### src/rtl/msadpcm_pkg.sv
// shared types, codes and tables of the ms adpcm block decoder
`default_nettype none

package msadpcm_pkg;

	localparam int CHANNELS     = 2;
	localparam int QUEUE_DEPTH  = 4;
	localparam int QPTR_W       = $clog2(QUEUE_DEPTH);

	localparam logic [2:0] OP_PRED   = 3'd0;
	localparam logic [2:0] OP_DELTA  = 3'd1;
	localparam logic [2:0] OP_NEWEST = 3'd2;
	localparam logic [2:0] OP_OLDER  = 3'd3;
	localparam logic [2:0] OP_DATA   = 3'd4;

	localparam logic [0:0] CFG_CHANNEL_COUNT = 1'd0;
	localparam logic [0:0] CFG_BLOCK_ALIGN   = 1'd1;

	typedef struct packed {
		logic [7:0] data_byte;
		logic       restart;
	} src_item_t;

	typedef struct packed {
		logic signed [15:0] sample;
		logic               channel;
		logic               last;
		logic               block_end;
	} pcm_item_t;

	typedef struct packed {
		logic [2:0]  op;
		logic        ch;
		logic [15:0] value;
		logic        emit;
		logic        bend;
		logic        stereo;
	} cmd_t;

	typedef struct packed {
		logic [2:0] op;
		logic       ch;
		logic       push;
	} hdr_class_t;

	function automatic hdr_class_t hdr_classify(input logic stereo, input logic [3:0] pos);
		hdr_class_t c;
		c = '{op: OP_PRED, ch: 1'b0, push: 1'b1};
		if (!stereo) begin
			case (pos)
				4'd0: c = '{op: OP_PRED,   ch: 1'b0, push: 1'b1};
				4'd1: c = '{op: OP_DELTA,  ch: 1'b0, push: 1'b0};
				4'd2: c = '{op: OP_DELTA,  ch: 1'b0, push: 1'b1};
				4'd3: c = '{op: OP_NEWEST, ch: 1'b0, push: 1'b0};
				4'd4: c = '{op: OP_NEWEST, ch: 1'b0, push: 1'b1};
				4'd5: c = '{op: OP_OLDER,  ch: 1'b0, push: 1'b0};
				4'd6: c = '{op: OP_OLDER,  ch: 1'b0, push: 1'b1};
				default: c = '{op: OP_PRED, ch: 1'b0, push: 1'b0};
			endcase
		end else begin
			case (pos)
				4'd0:  c = '{op: OP_PRED,   ch: 1'b0, push: 1'b1};
				4'd1:  c = '{op: OP_PRED,   ch: 1'b1, push: 1'b1};
				4'd2:  c = '{op: OP_DELTA,  ch: 1'b0, push: 1'b0};
				4'd3:  c = '{op: OP_DELTA,  ch: 1'b0, push: 1'b1};
				4'd4:  c = '{op: OP_DELTA,  ch: 1'b1, push: 1'b0};
				4'd5:  c = '{op: OP_DELTA,  ch: 1'b1, push: 1'b1};
				4'd6:  c = '{op: OP_NEWEST, ch: 1'b0, push: 1'b0};
				4'd7:  c = '{op: OP_NEWEST, ch: 1'b0, push: 1'b1};
				4'd8:  c = '{op: OP_NEWEST, ch: 1'b1, push: 1'b0};
				4'd9:  c = '{op: OP_NEWEST, ch: 1'b1, push: 1'b1};
				4'd10: c = '{op: OP_OLDER,  ch: 1'b0, push: 1'b0};
				4'd11: c = '{op: OP_OLDER,  ch: 1'b0, push: 1'b1};
				4'd12: c = '{op: OP_OLDER,  ch: 1'b1, push: 1'b0};
				4'd13: c = '{op: OP_OLDER,  ch: 1'b1, push: 1'b1};
				default: c = '{op: OP_PRED, ch: 1'b0, push: 1'b0};
			endcase
		end
		return c;
	endfunction

	function automatic logic signed [10:0] coef_a(input logic [2:0] p);
		case (p)
			3'd0: return 11'sd256;
			3'd1: return 11'sd512;
			3'd2: return 11'sd0;
			3'd3: return 11'sd192;
			3'd4: return 11'sd240;
			3'd5: return 11'sd460;
			default: return 11'sd392;
		endcase
	endfunction

	function automatic logic signed [9:0] coef_b(input logic [2:0] p);
		case (p)
			3'd0: return 10'sd0;
			3'd1: return -10'sd256;
			3'd2: return 10'sd0;
			3'd3: return 10'sd64;
			3'd4: return 10'sd0;
			3'd5: return -10'sd208;
			default: return -10'sd232;
		endcase
	endfunction

	function automatic logic [9:0] adapt_gain(input logic [3:0] nib);
		case (nib)
			4'd4, 4'd12: return 10'd307;
			4'd5, 4'd11: return 10'd409;
			4'd6, 4'd10: return 10'd512;
			4'd7, 4'd9:  return 10'd614;
			4'd8:        return 10'd768;
			default:     return 10'd230;
		endcase
	endfunction

endpackage

`default_nettype wire

### src/rtl/msadpcm_front.sv
// front end: block position tracking and byte classification into commands
`default_nettype none

module msadpcm_front
	import msadpcm_pkg::*;
(
	input  wire logic        clk,
	input  wire logic        arst_n,
	input  wire logic        accept,
	input  wire src_item_t   item,
	input  wire logic [1:0]  channel_count,
	input  wire logic [15:0] block_align,
	output logic             push,
	output cmd_t             cmd
);

	logic [15:0] pos_q;
	logic [7:0]  low_q;
	logic        stereo;
	logic [3:0]  hdr;
	logic [15:0] blk_len;
	logic [15:0] pos;
	logic        bend;
	logic        is_hdr;
	hdr_class_t  cls;
	logic [2:0]  pclamp;

	assign stereo  = channel_count[1];
	assign hdr     = stereo ? 4'd14 : 4'd7;
	assign blk_len = (block_align < {12'd0, hdr}) ? {12'd0, hdr} : block_align;
	assign pos     = item.restart ? 16'd0 : pos_q;
	assign bend    = pos >= (blk_len - 16'd1);
	assign is_hdr  = pos < {12'd0, hdr};
	assign cls     = hdr_classify(stereo, pos[3:0]);
	assign pclamp  = (item.data_byte > 8'd6) ? 3'd6 : item.data_byte[2:0];

	always_comb begin
		cmd.ch     = is_hdr ? cls.ch : 1'b0;
		cmd.emit   = is_hdr && (pos == {12'd0, hdr - 4'd1});
		cmd.bend   = bend;
		cmd.stereo = stereo;
		if (!is_hdr) begin
			cmd.op    = OP_DATA;
			cmd.value = {8'd0, item.data_byte};
		end else if (cls.op == OP_PRED) begin
			cmd.op    = OP_PRED;
			cmd.value = {13'd0, pclamp};
		end else begin
			cmd.op    = cls.op;
			cmd.value = {item.data_byte, low_q};
		end
	end

	assign push = accept && (!is_hdr || cls.push);

	always_ff @(posedge clk or negedge arst_n) begin
		if (!arst_n) begin
			pos_q <= 16'd0;
			low_q <= 8'd0;
		end else if (accept) begin
			pos_q <= bend ? 16'd0 : pos + 16'd1;
			if (is_hdr && !cls.push) begin
				low_q <= item.data_byte;
			end
		end
	end

endmodule

`default_nettype wire

### src/rtl/msadpcm_queue.sv
// short command queue between front and back
`default_nettype none

module msadpcm_queue
	import msadpcm_pkg::*;
(
	input  wire logic clk,
	input  wire logic arst_n,
	input  wire logic push,
	input  wire cmd_t push_cmd,
	input  wire logic pop,
	output logic      full,
	output logic      head_valid,
	output cmd_t      head_cmd
);

	cmd_t              ent_q [QUEUE_DEPTH];
	logic [QPTR_W-1:0] wr_q;
	logic [QPTR_W-1:0] rd_q;
	logic [QPTR_W:0]   count_q;

	assign full       = count_q == (QPTR_W+1)'(QUEUE_DEPTH);
	assign head_valid = count_q != '0;
	assign head_cmd   = ent_q[rd_q];

	always_ff @(posedge clk) begin
		if (push) begin
			ent_q[wr_q] <= push_cmd;
		end
	end

	always_ff @(posedge clk or negedge arst_n) begin
		if (!arst_n) begin
			wr_q    <= '0;
			rd_q    <= '0;
			count_q <= '0;
		end else begin
			if (push) begin
				wr_q <= wr_q + 1'b1;
			end
			if (pop) begin
				rd_q <= rd_q + 1'b1;
			end
			if (push && !pop) begin
				count_q <= count_q + 1'b1;
			end else if (pop && !push) begin
				count_q <= count_q - 1'b1;
			end
		end
	end

endmodule

`default_nettype wire

### src/rtl/msadpcm_back.sv
// back end: channel state, nibble decode, header emission and output register
`default_nettype none

module msadpcm_back
	import msadpcm_pkg::*;
(
	input  wire logic  clk,
	input  wire logic  arst_n,
	input  wire logic  head_valid,
	input  wire cmd_t  head_cmd,
	output logic       pop,
	output logic       pcm_valid,
	input  wire logic  pcm_stall,
	output pcm_item_t  pcm_item
);

	logic [2:0]         pred_q   [CHANNELS];
	logic signed [15:0] delta_q  [CHANNELS];
	logic signed [15:0] newest_q [CHANNELS];
	logic signed [15:0] older_q  [CHANNELS];
	logic [2:0]         step_q;
	logic               out_valid_q;
	pcm_item_t          out_q;

	logic               adv;
	logic               go;
	logic               dch;
	logic [3:0]         nib;
	logic signed [3:0]  snib;
	logic signed [10:0] ca;
	logic signed [9:0]  cb;
	logic signed [26:0] prod_a;
	logic signed [25:0] prod_b;
	logic signed [27:0] psum;
	logic signed [19:0] pdiv;
	logic signed [19:0] sd;
	logic signed [20:0] ptot;
	logic signed [15:0] pclamp;
	logic signed [10:0] gain;
	logic signed [26:0] aprod;
	logic signed [18:0] adiv;
	logic signed [15:0] dnew;
	logic [1:0]         e;
	logic               ech;
	logic               enew;
	logic               elast;
	logic               produce;
	logic [2:0]         step_d;
	pcm_item_t          out_d;
	logic               hdr_write;
	logic               data_write;

	assign adv = !out_valid_q || !pcm_stall;
	assign go  = head_valid && adv;

	assign dch  = step_q[0] ? head_cmd.stereo : 1'b0;
	assign nib  = step_q[0] ? head_cmd.value[3:0] : head_cmd.value[7:4];
	assign snib = nib;
	assign ca   = coef_a(pred_q[dch]);
	assign cb   = coef_b(pred_q[dch]);

	assign prod_a = 27'(newest_q[dch]) * 27'(ca);
	assign prod_b = 26'(older_q[dch]) * 26'(cb);
	assign psum   = 28'(prod_a) + 28'(prod_b);
	assign pdiv   = psum[27:8] + {19'd0, psum[27] && (psum[7:0] != 8'd0)};
	assign sd     = 20'(snib) * 20'(delta_q[dch]);
	assign ptot   = 21'(pdiv) + 21'(sd);

	always_comb begin
		if (ptot > 21'sd32767) begin
			pclamp = 16'sd32767;
		end else if (ptot < -21'sd32768) begin
			pclamp = -16'sd32768;
		end else begin
			pclamp = ptot[15:0];
		end
	end

	assign gain  = {1'b0, adapt_gain(nib)};
	assign aprod = 27'(gain) * 27'(delta_q[dch]);
	assign adiv  = aprod[26:8] + {18'd0, aprod[26] && (aprod[7:0] != 8'd0)};

	always_comb begin
		if (adiv < 19'sd16) begin
			dnew = 16'sd16;
		end else if (adiv > 19'sd32767) begin
			dnew = 16'sd32767;
		end else begin
			dnew = adiv[15:0];
		end
	end

	assign e     = 2'(step_q - 3'd1);
	assign ech   = head_cmd.stereo ? e[0] : 1'b0;
	assign enew  = head_cmd.stereo ? e[1] : e[0];
	assign elast = e == (head_cmd.stereo ? 2'd3 : 2'd1);

	always_comb begin
		pop        = 1'b0;
		produce    = 1'b0;
		step_d     = step_q;
		hdr_write  = 1'b0;
		data_write = 1'b0;
		out_d      = '{sample: pclamp, channel: dch, last: 1'b0, block_end: 1'b0};
		if (go) begin
			if (head_cmd.op == OP_DATA) begin
				data_write      = 1'b1;
				produce         = 1'b1;
				out_d.last      = step_q[0];
				out_d.block_end = step_q[0] && head_cmd.bend;
				if (step_q[0]) begin
					pop    = 1'b1;
					step_d = 3'd0;
				end else begin
					step_d = 3'd1;
				end
			end else if (step_q == 3'd0) begin
				hdr_write = 1'b1;
				if (head_cmd.emit) begin
					step_d = 3'd1;
				end else begin
					pop = 1'b1;
				end
			end else begin
				produce         = 1'b1;
				out_d.sample    = enew ? newest_q[ech] : older_q[ech];
				out_d.channel   = ech;
				out_d.last      = elast;
				out_d.block_end = elast && head_cmd.bend;
				if (elast) begin
					pop    = 1'b1;
					step_d = 3'd0;
				end else begin
					step_d = step_q + 3'd1;
				end
			end
		end
	end

	always_ff @(posedge clk or negedge arst_n) begin
		if (!arst_n) begin
			for (int c = 0; c < CHANNELS; c++) begin
				pred_q[c]   <= 3'd0;
				delta_q[c]  <= 16'sd0;
				newest_q[c] <= 16'sd0;
				older_q[c]  <= 16'sd0;
			end
			step_q      <= 3'd0;
			out_valid_q <= 1'b0;
		end else begin
			step_q <= step_d;
			if (adv) begin
				out_valid_q <= produce;
			end
			if (data_write) begin
				older_q[dch]  <= newest_q[dch];
				newest_q[dch] <= pclamp;
				delta_q[dch]  <= dnew;
			end
			if (hdr_write) begin
				case (head_cmd.op)
					OP_PRED:   pred_q[head_cmd.ch]   <= head_cmd.value[2:0];
					OP_DELTA:  delta_q[head_cmd.ch]  <= head_cmd.value;
					OP_NEWEST: newest_q[head_cmd.ch] <= head_cmd.value;
					OP_OLDER:  older_q[head_cmd.ch]  <= head_cmd.value;
					default:   ;
				endcase
			end
		end
	end

	always_ff @(posedge clk) begin
		if (adv && produce) begin
			out_q <= out_d;
		end
	end

	assign pcm_valid = out_valid_q;
	assign pcm_item  = out_q;

endmodule

`default_nettype wire

### src/rtl/ms_adpcm_block_decoder.sv
// ms adpcm block decoder top level: config registers, front, queue, back
//
//   port       dir  flow         content
//   src_*      in   valid/stall  one block byte and restart flag
//   pcm_*      out  valid/stall  one pcm sample with channel, last, block_end
//   cfg_*      in   valid/ready  register index and write data
//
// a data byte is decoded in the back end one nibble at a time, both through the
// shared predictor and adaption multipliers; the last header byte writes its field
// and then emits each header sample, other header bytes write one field or none
// reset clears position, channel state and queue; registers go to 1 and 256
// a four entry command queue lets bytes be taken while samples are stalled
`default_nettype none

module ms_adpcm_block_decoder
	import msadpcm_pkg::*;
(
	input  wire logic        clk,
	input  wire logic        arst_n,
	input  wire logic        src_valid,
	output logic             src_stall,
	input  wire src_item_t   src_item,
	output logic             pcm_valid,
	input  wire logic        pcm_stall,
	output pcm_item_t        pcm_item,
	input  wire logic        cfg_valid,
	output logic             cfg_ready,
	input  wire logic [0:0]  cfg_index,
	input  wire logic [15:0] cfg_data
);

	logic [1:0]  chan_count_q;
	logic [15:0] block_align_q;
	logic        q_full;
	logic        q_push;
	logic        q_pop;
	logic        q_valid;
	cmd_t        f_cmd;
	cmd_t        q_cmd;

	assign cfg_ready = 1'b1;
	assign src_stall = q_full;

	always_ff @(posedge clk or negedge arst_n) begin
		if (!arst_n) begin
			chan_count_q  <= 2'd1;
			block_align_q <= 16'd256;
		end else if (cfg_valid && cfg_ready) begin
			case (cfg_index)
				CFG_CHANNEL_COUNT: chan_count_q  <= cfg_data[1:0];
				CFG_BLOCK_ALIGN:   block_align_q <= cfg_data;
				default:           ;
			endcase
		end
	end

	msadpcm_front u_front (
		.clk           (clk),
		.arst_n        (arst_n),
		.accept        (src_valid && !src_stall),
		.item          (src_item),
		.channel_count (chan_count_q),
		.block_align   (block_align_q),
		.push          (q_push),
		.cmd           (f_cmd)
	);

	msadpcm_queue u_queue (
		.clk        (clk),
		.arst_n     (arst_n),
		.push       (q_push),
		.push_cmd   (f_cmd),
		.pop        (q_pop),
		.full       (q_full),
		.head_valid (q_valid),
		.head_cmd   (q_cmd)
	);

	msadpcm_back u_back (
		.clk        (clk),
		.arst_n     (arst_n),
		.head_valid (q_valid),
		.head_cmd   (q_cmd),
		.pop        (q_pop),
		.pcm_valid  (pcm_valid),
		.pcm_stall  (pcm_stall),
		.pcm_item   (pcm_item)
	);

`ifndef SYNTHESIS
	a_no_push_full: assert property (@(posedge clk) disable iff (!arst_n)
		!(q_push && q_full))
		else $error("command pushed into full queue");

	a_pop_valid: assert property (@(posedge clk) disable iff (!arst_n)
		q_pop |-> q_valid)
		else $error("pop from empty queue");

	a_bend_last: assert property (@(posedge clk) disable iff (!arst_n)
		(pcm_valid && pcm_item.block_end) |-> pcm_item.last)
		else $error("block end on a sample that is not last of its byte");
`endif

endmodule

`default_nettype wire

### config.mk
export PLATFORM = sky130hd
export DESIGN_NAME = ms_adpcm_block_decoder
export DESIGN_NICKNAME = d
export VERILOG_FILES = /design/src/rtl/msadpcm_pkg.sv /design/src/rtl/msadpcm_front.sv /design/src/rtl/msadpcm_queue.sv /design/src/rtl/msadpcm_back.sv /design/src/rtl/ms_adpcm_block_decoder.sv
export SDC_FILE = /design/constraint.sdc
export NUM_CORES = 2
export LEC_CHECK = 0
export BUFFER_PORTS_ARGS = -buffer_cell sky130_fd_sc_hd__buf_2
export CAP_MARGIN = 0
export CORE_MARGIN = 2
export CORE_UTILIZATION = 45
export DETAILED_ROUTE_END_ITERATION = 10
export HOLD_SLACK_MARGIN = 0.05
export PLACE_DENSITY = 0.63
export RECOVER_POWER = 100
export SLEW_MARGIN = 10
export SYNTH_ARGS = -nofsm -noshare
export SYNTH_HDL_FRONTEND = slang
export SYNTH_SLANG_ARGS = --single-unit
### constraint.sdc
create_clock -name clk -period 21.2 [get_ports clk]
set_clock_uncertainty 0.15 [all_clocks]
set_input_delay 2.12 -clock clk [delete_from_list [all_inputs] [get_ports clk]]
set_output_delay 2.12 -clock clk [all_outputs]
set_load 0.005 [all_outputs]
==> run metrics <==
result of the run=complete, but fails checks; violated checks=capacitance limit, slew limit; Routability Congestion=about 0.93; # nets final=about 4300; maximum count of clock buffers along a single path=3; total number of H-tree levels=1; cts bufs inserted=28; Inserted Diodes=0; starting density of the core=0.453; largest net degree at the start of global routing=just over 80; wirelength, routed=~89 mm; area inside the core boundary=between 70000 and 80000 um2; Period Utilization, post-route=0.863; remaining design rule violation count=0; total of cells resized after clock tree synthesis=0; buffer and inverter count on the worst path=7; final setup violation count=0; sink count of the clock tree=roughly 270; Syn Inst Count=3549; share of post-route cells with drive strength above 1=0.0654; number of placement rows=between 90 and 100; dominant delay contributor by cell family on the critical path=adder cells; number of primary I/O pins=between 50 and 60; detailed-placement wirelength estimate=71.0 mm; endpoint arrival time on the critical path=approximately 18 ns; Max Transition Viols Final=between 200 and 300; number of synthesized flops with an enable pin=~110; worst-margin pin slew=4.53 ns; # Post-CTS Setup Buffers=0; detailed route wirelength on metal2=slightly below 40 mm; cell with the largest stage delay on the worst path=sky130_fd_sc_hd__o21ai_0; Die Span X=about 270 um; sum of negative setup slack=0 ns; leftover overflow at the end of global routing=0; sum of routed wire segments on met1=40.9 mm; worst-skew pair later-pin latency=about 0.60 ns; Die Area=roughly 75000 um2; async set-or-reset flop fraction in the synthesized netlist=0.581; Routed wire per std cell=~20 um; post-detailed-route count of antenna-violating nets=0; Seq cells post-synth=approximately 270; y dimension of the die=275 um; cell with the most instances on the worst path=sky130_fd_sc_hd__fa_1; netlist area before placement=33000 um2; starting DRC count in detailed routing=between 2000 and 2500; Cell variety after synth=93; unrepaired setup endpoints after global routing=no; syn nets=4264; count of TritonRoute iterations in the first routing pass=5; register area share after synthesis=0.218; max cap viols=6; yosys warns=0; achievable clock frequency=0.0547 GHz; wire length on met3=5.85 mm; number of hold buffers added after cts=0; global-route wire length before repair=around 140 mm; clock slew seen by the registers of the worst setup and hold paths=0.06 ns; classification of the worst setup path=flip-flop to flip-flop; startpoint type of the worst setup path=flip-flop; final-report hold violation count=0; kind of path behind the tightest hold check=flip-flop to flip-flop; Post-synth top flop=sky130_fd_sc_hd__dfrtp_1; CTS tree=done; clock tree root buffer cell=sky130_fd_sc_hd__clkbuf_16; initial antenna violation count=0; min cycle time layout=around 18 ns; buffers added on ports=approximately 50; routed vias=between 20000 and 30000; vias in the first global route=around 25000; max-slew headroom at the worst pin=-2.02; overall track demand over capacity in global routing=0.242; Crit. End Element=flip-flop; CP required=~21 ns; Synth-to-Final Area Change=6.69%; slowest cell delay on critical path=1.48 ns; synthesized area per cell=9.29 um2; Vias/cell=about 5.5; top routing layer in use=met4; peak fanout along the critical path=40
==> final timing paths <==
check	startpoint	to	slack, ns	depth (start not counted)
worst max register to register	u_queue.rd_q[0]	u_back.pcm_item[17]	2.91	49
min in group asynchronous	arst_n	chan_count_q[1]	3.00	1
max in group asynchronous	arst_n	u_back.newest_q[18]	12.25	2
worst min-delay path	u_front.pos_q[15]	u_front.pos_q[15]	0.33	2
worst min register to register	u_front.pos_q[15]	u_front.pos_q[15]	0.33	2
worst max-delay path	u_queue.rd_q[0]	u_back.pcm_item[17]	2.91	49
==> metal layers <==
layer,up-vias,global-route usage
met5,-,0
met4,0,0.0666
met2,866,0.377
met1,12400,0.360
met3,125,0.0246
li1,11600,-
==> registers in the layout, indices dropped and copies added (netlist names) <==
register / flops
block_align_q: 16
chan_count_q: 1
u_back.delta_q: 32
u_back.newest_q: 32
u_back.older_q: 32
u_back.pcm_item: 19
u_back.pcm_valid: 1
u_back.pred_q: 6
u_back.step_q: 3
u_front.low_q: 8
u_front.pos_q: 16
u_queue.count_q: 3
u_queue.ent_q: 92
u_queue.rd_q: 2
u_queue.wr_q: 2
==> cell usage after synthesis, drive strengths merged (38+ instances only) <==
| cell type | n | area share |
|---|---|---|
| a21o | 50 | 0.011 |
| a21oi | 94 | 0.015 |
| a31oi | 38 | 0.0072 |
| and2 | 45 | 0.0085 |
| clkbuf | 103 | 0.012 |
| dfrtp | 153 | 0.12 |
| edfxtp | 111 | 0.10 |
| fa | 415 | 0.25 |
| ha | 269 | 0.10 |
| inv | 629 | 0.072 |
| mux2 | 60 | 0.020 |
| mux2i | 78 | 0.024 |
| nand2 | 343 | 0.039 |
| nand2b | 39 | 0.0074 |
| nand3 | 41 | 0.0062 |
| nor2 | 384 | 0.044 |
| nor3 | 46 | 0.0070 |
| o21ai | 121 | 0.019 |
| xnor2 | 81 | 0.022 |
==> tightest hold or removal path: cells and delay by family (launching register included) <==
family,cells,cell delay (ns)
compound gates,1,0.05
flops,1,0.34
simple gates,1,0.05
==> final cells by class <==
cell class	count	area, um2
fill	6829	37500
multi-input combinational	2528	22900
sequential	265	7190
inverter	629	2360
tap	959	1200
clock buffer	35	777
timing repair buffer	103	578
clock inverter	17	190
==> placed cells by master (no fill, tap or decap), drive strengths merged, types with 26 or more instances in the layout <==
cell type,instances
o21ai,121
nor3,46
a31oi,38
mux2i,78
nand2b,39
nor2b,26
buf,73
ha,269
edfxtp,111
xor2,36
clkbuf,65
nor2,384
nand2,343
xnor2,81
and2,45
dfrtp,153
fa,415
mux2,60
a21o,50
and3,37
a21oi,94
nand3,41
inv,629
==> metrics by stage <==
stage / instances / setup slack, ns / area (um2) / utilization / hold slack (ns)
5_1_grt: 4536 / 1.93 / 35200 / 0.484 / 0.364
4_1_cts: 4536 / 4.76 / 35300 / 0.485 / 0.330
2_1_floorplan: 3549 / 6.05 / 33000 / - / 0.291
6_report: 4536 / 2.91 / 35200 / 0.484 / 0.326
3_5_place_dp: 4484 / 4.90 / 34300 / 0.472 / 0.313
3_3_place_gp: 4484 / 5.22 / 34300 / 0.472 / 0.302
==> cell families after synthesis <==
logic type | count (synthesis) | share of synthesized area
other | 1 | 0.000114
multiplexers | 159 | 0.0589
AND/OR/NAND/NOR | 1054 | 0.147
XOR/XNOR | 117 | 0.0311
adder cells (fa/ha/maj) | 684 | 0.354
AO/OA/AOI/OAI | 513 | 0.104
flip-flops | 265 | 0.218
buffers and inverters | 756 | 0.0871
Power is not shown: default switching activity piles up to over one toggle a cycle in this logic, so the estimate is an artifact.
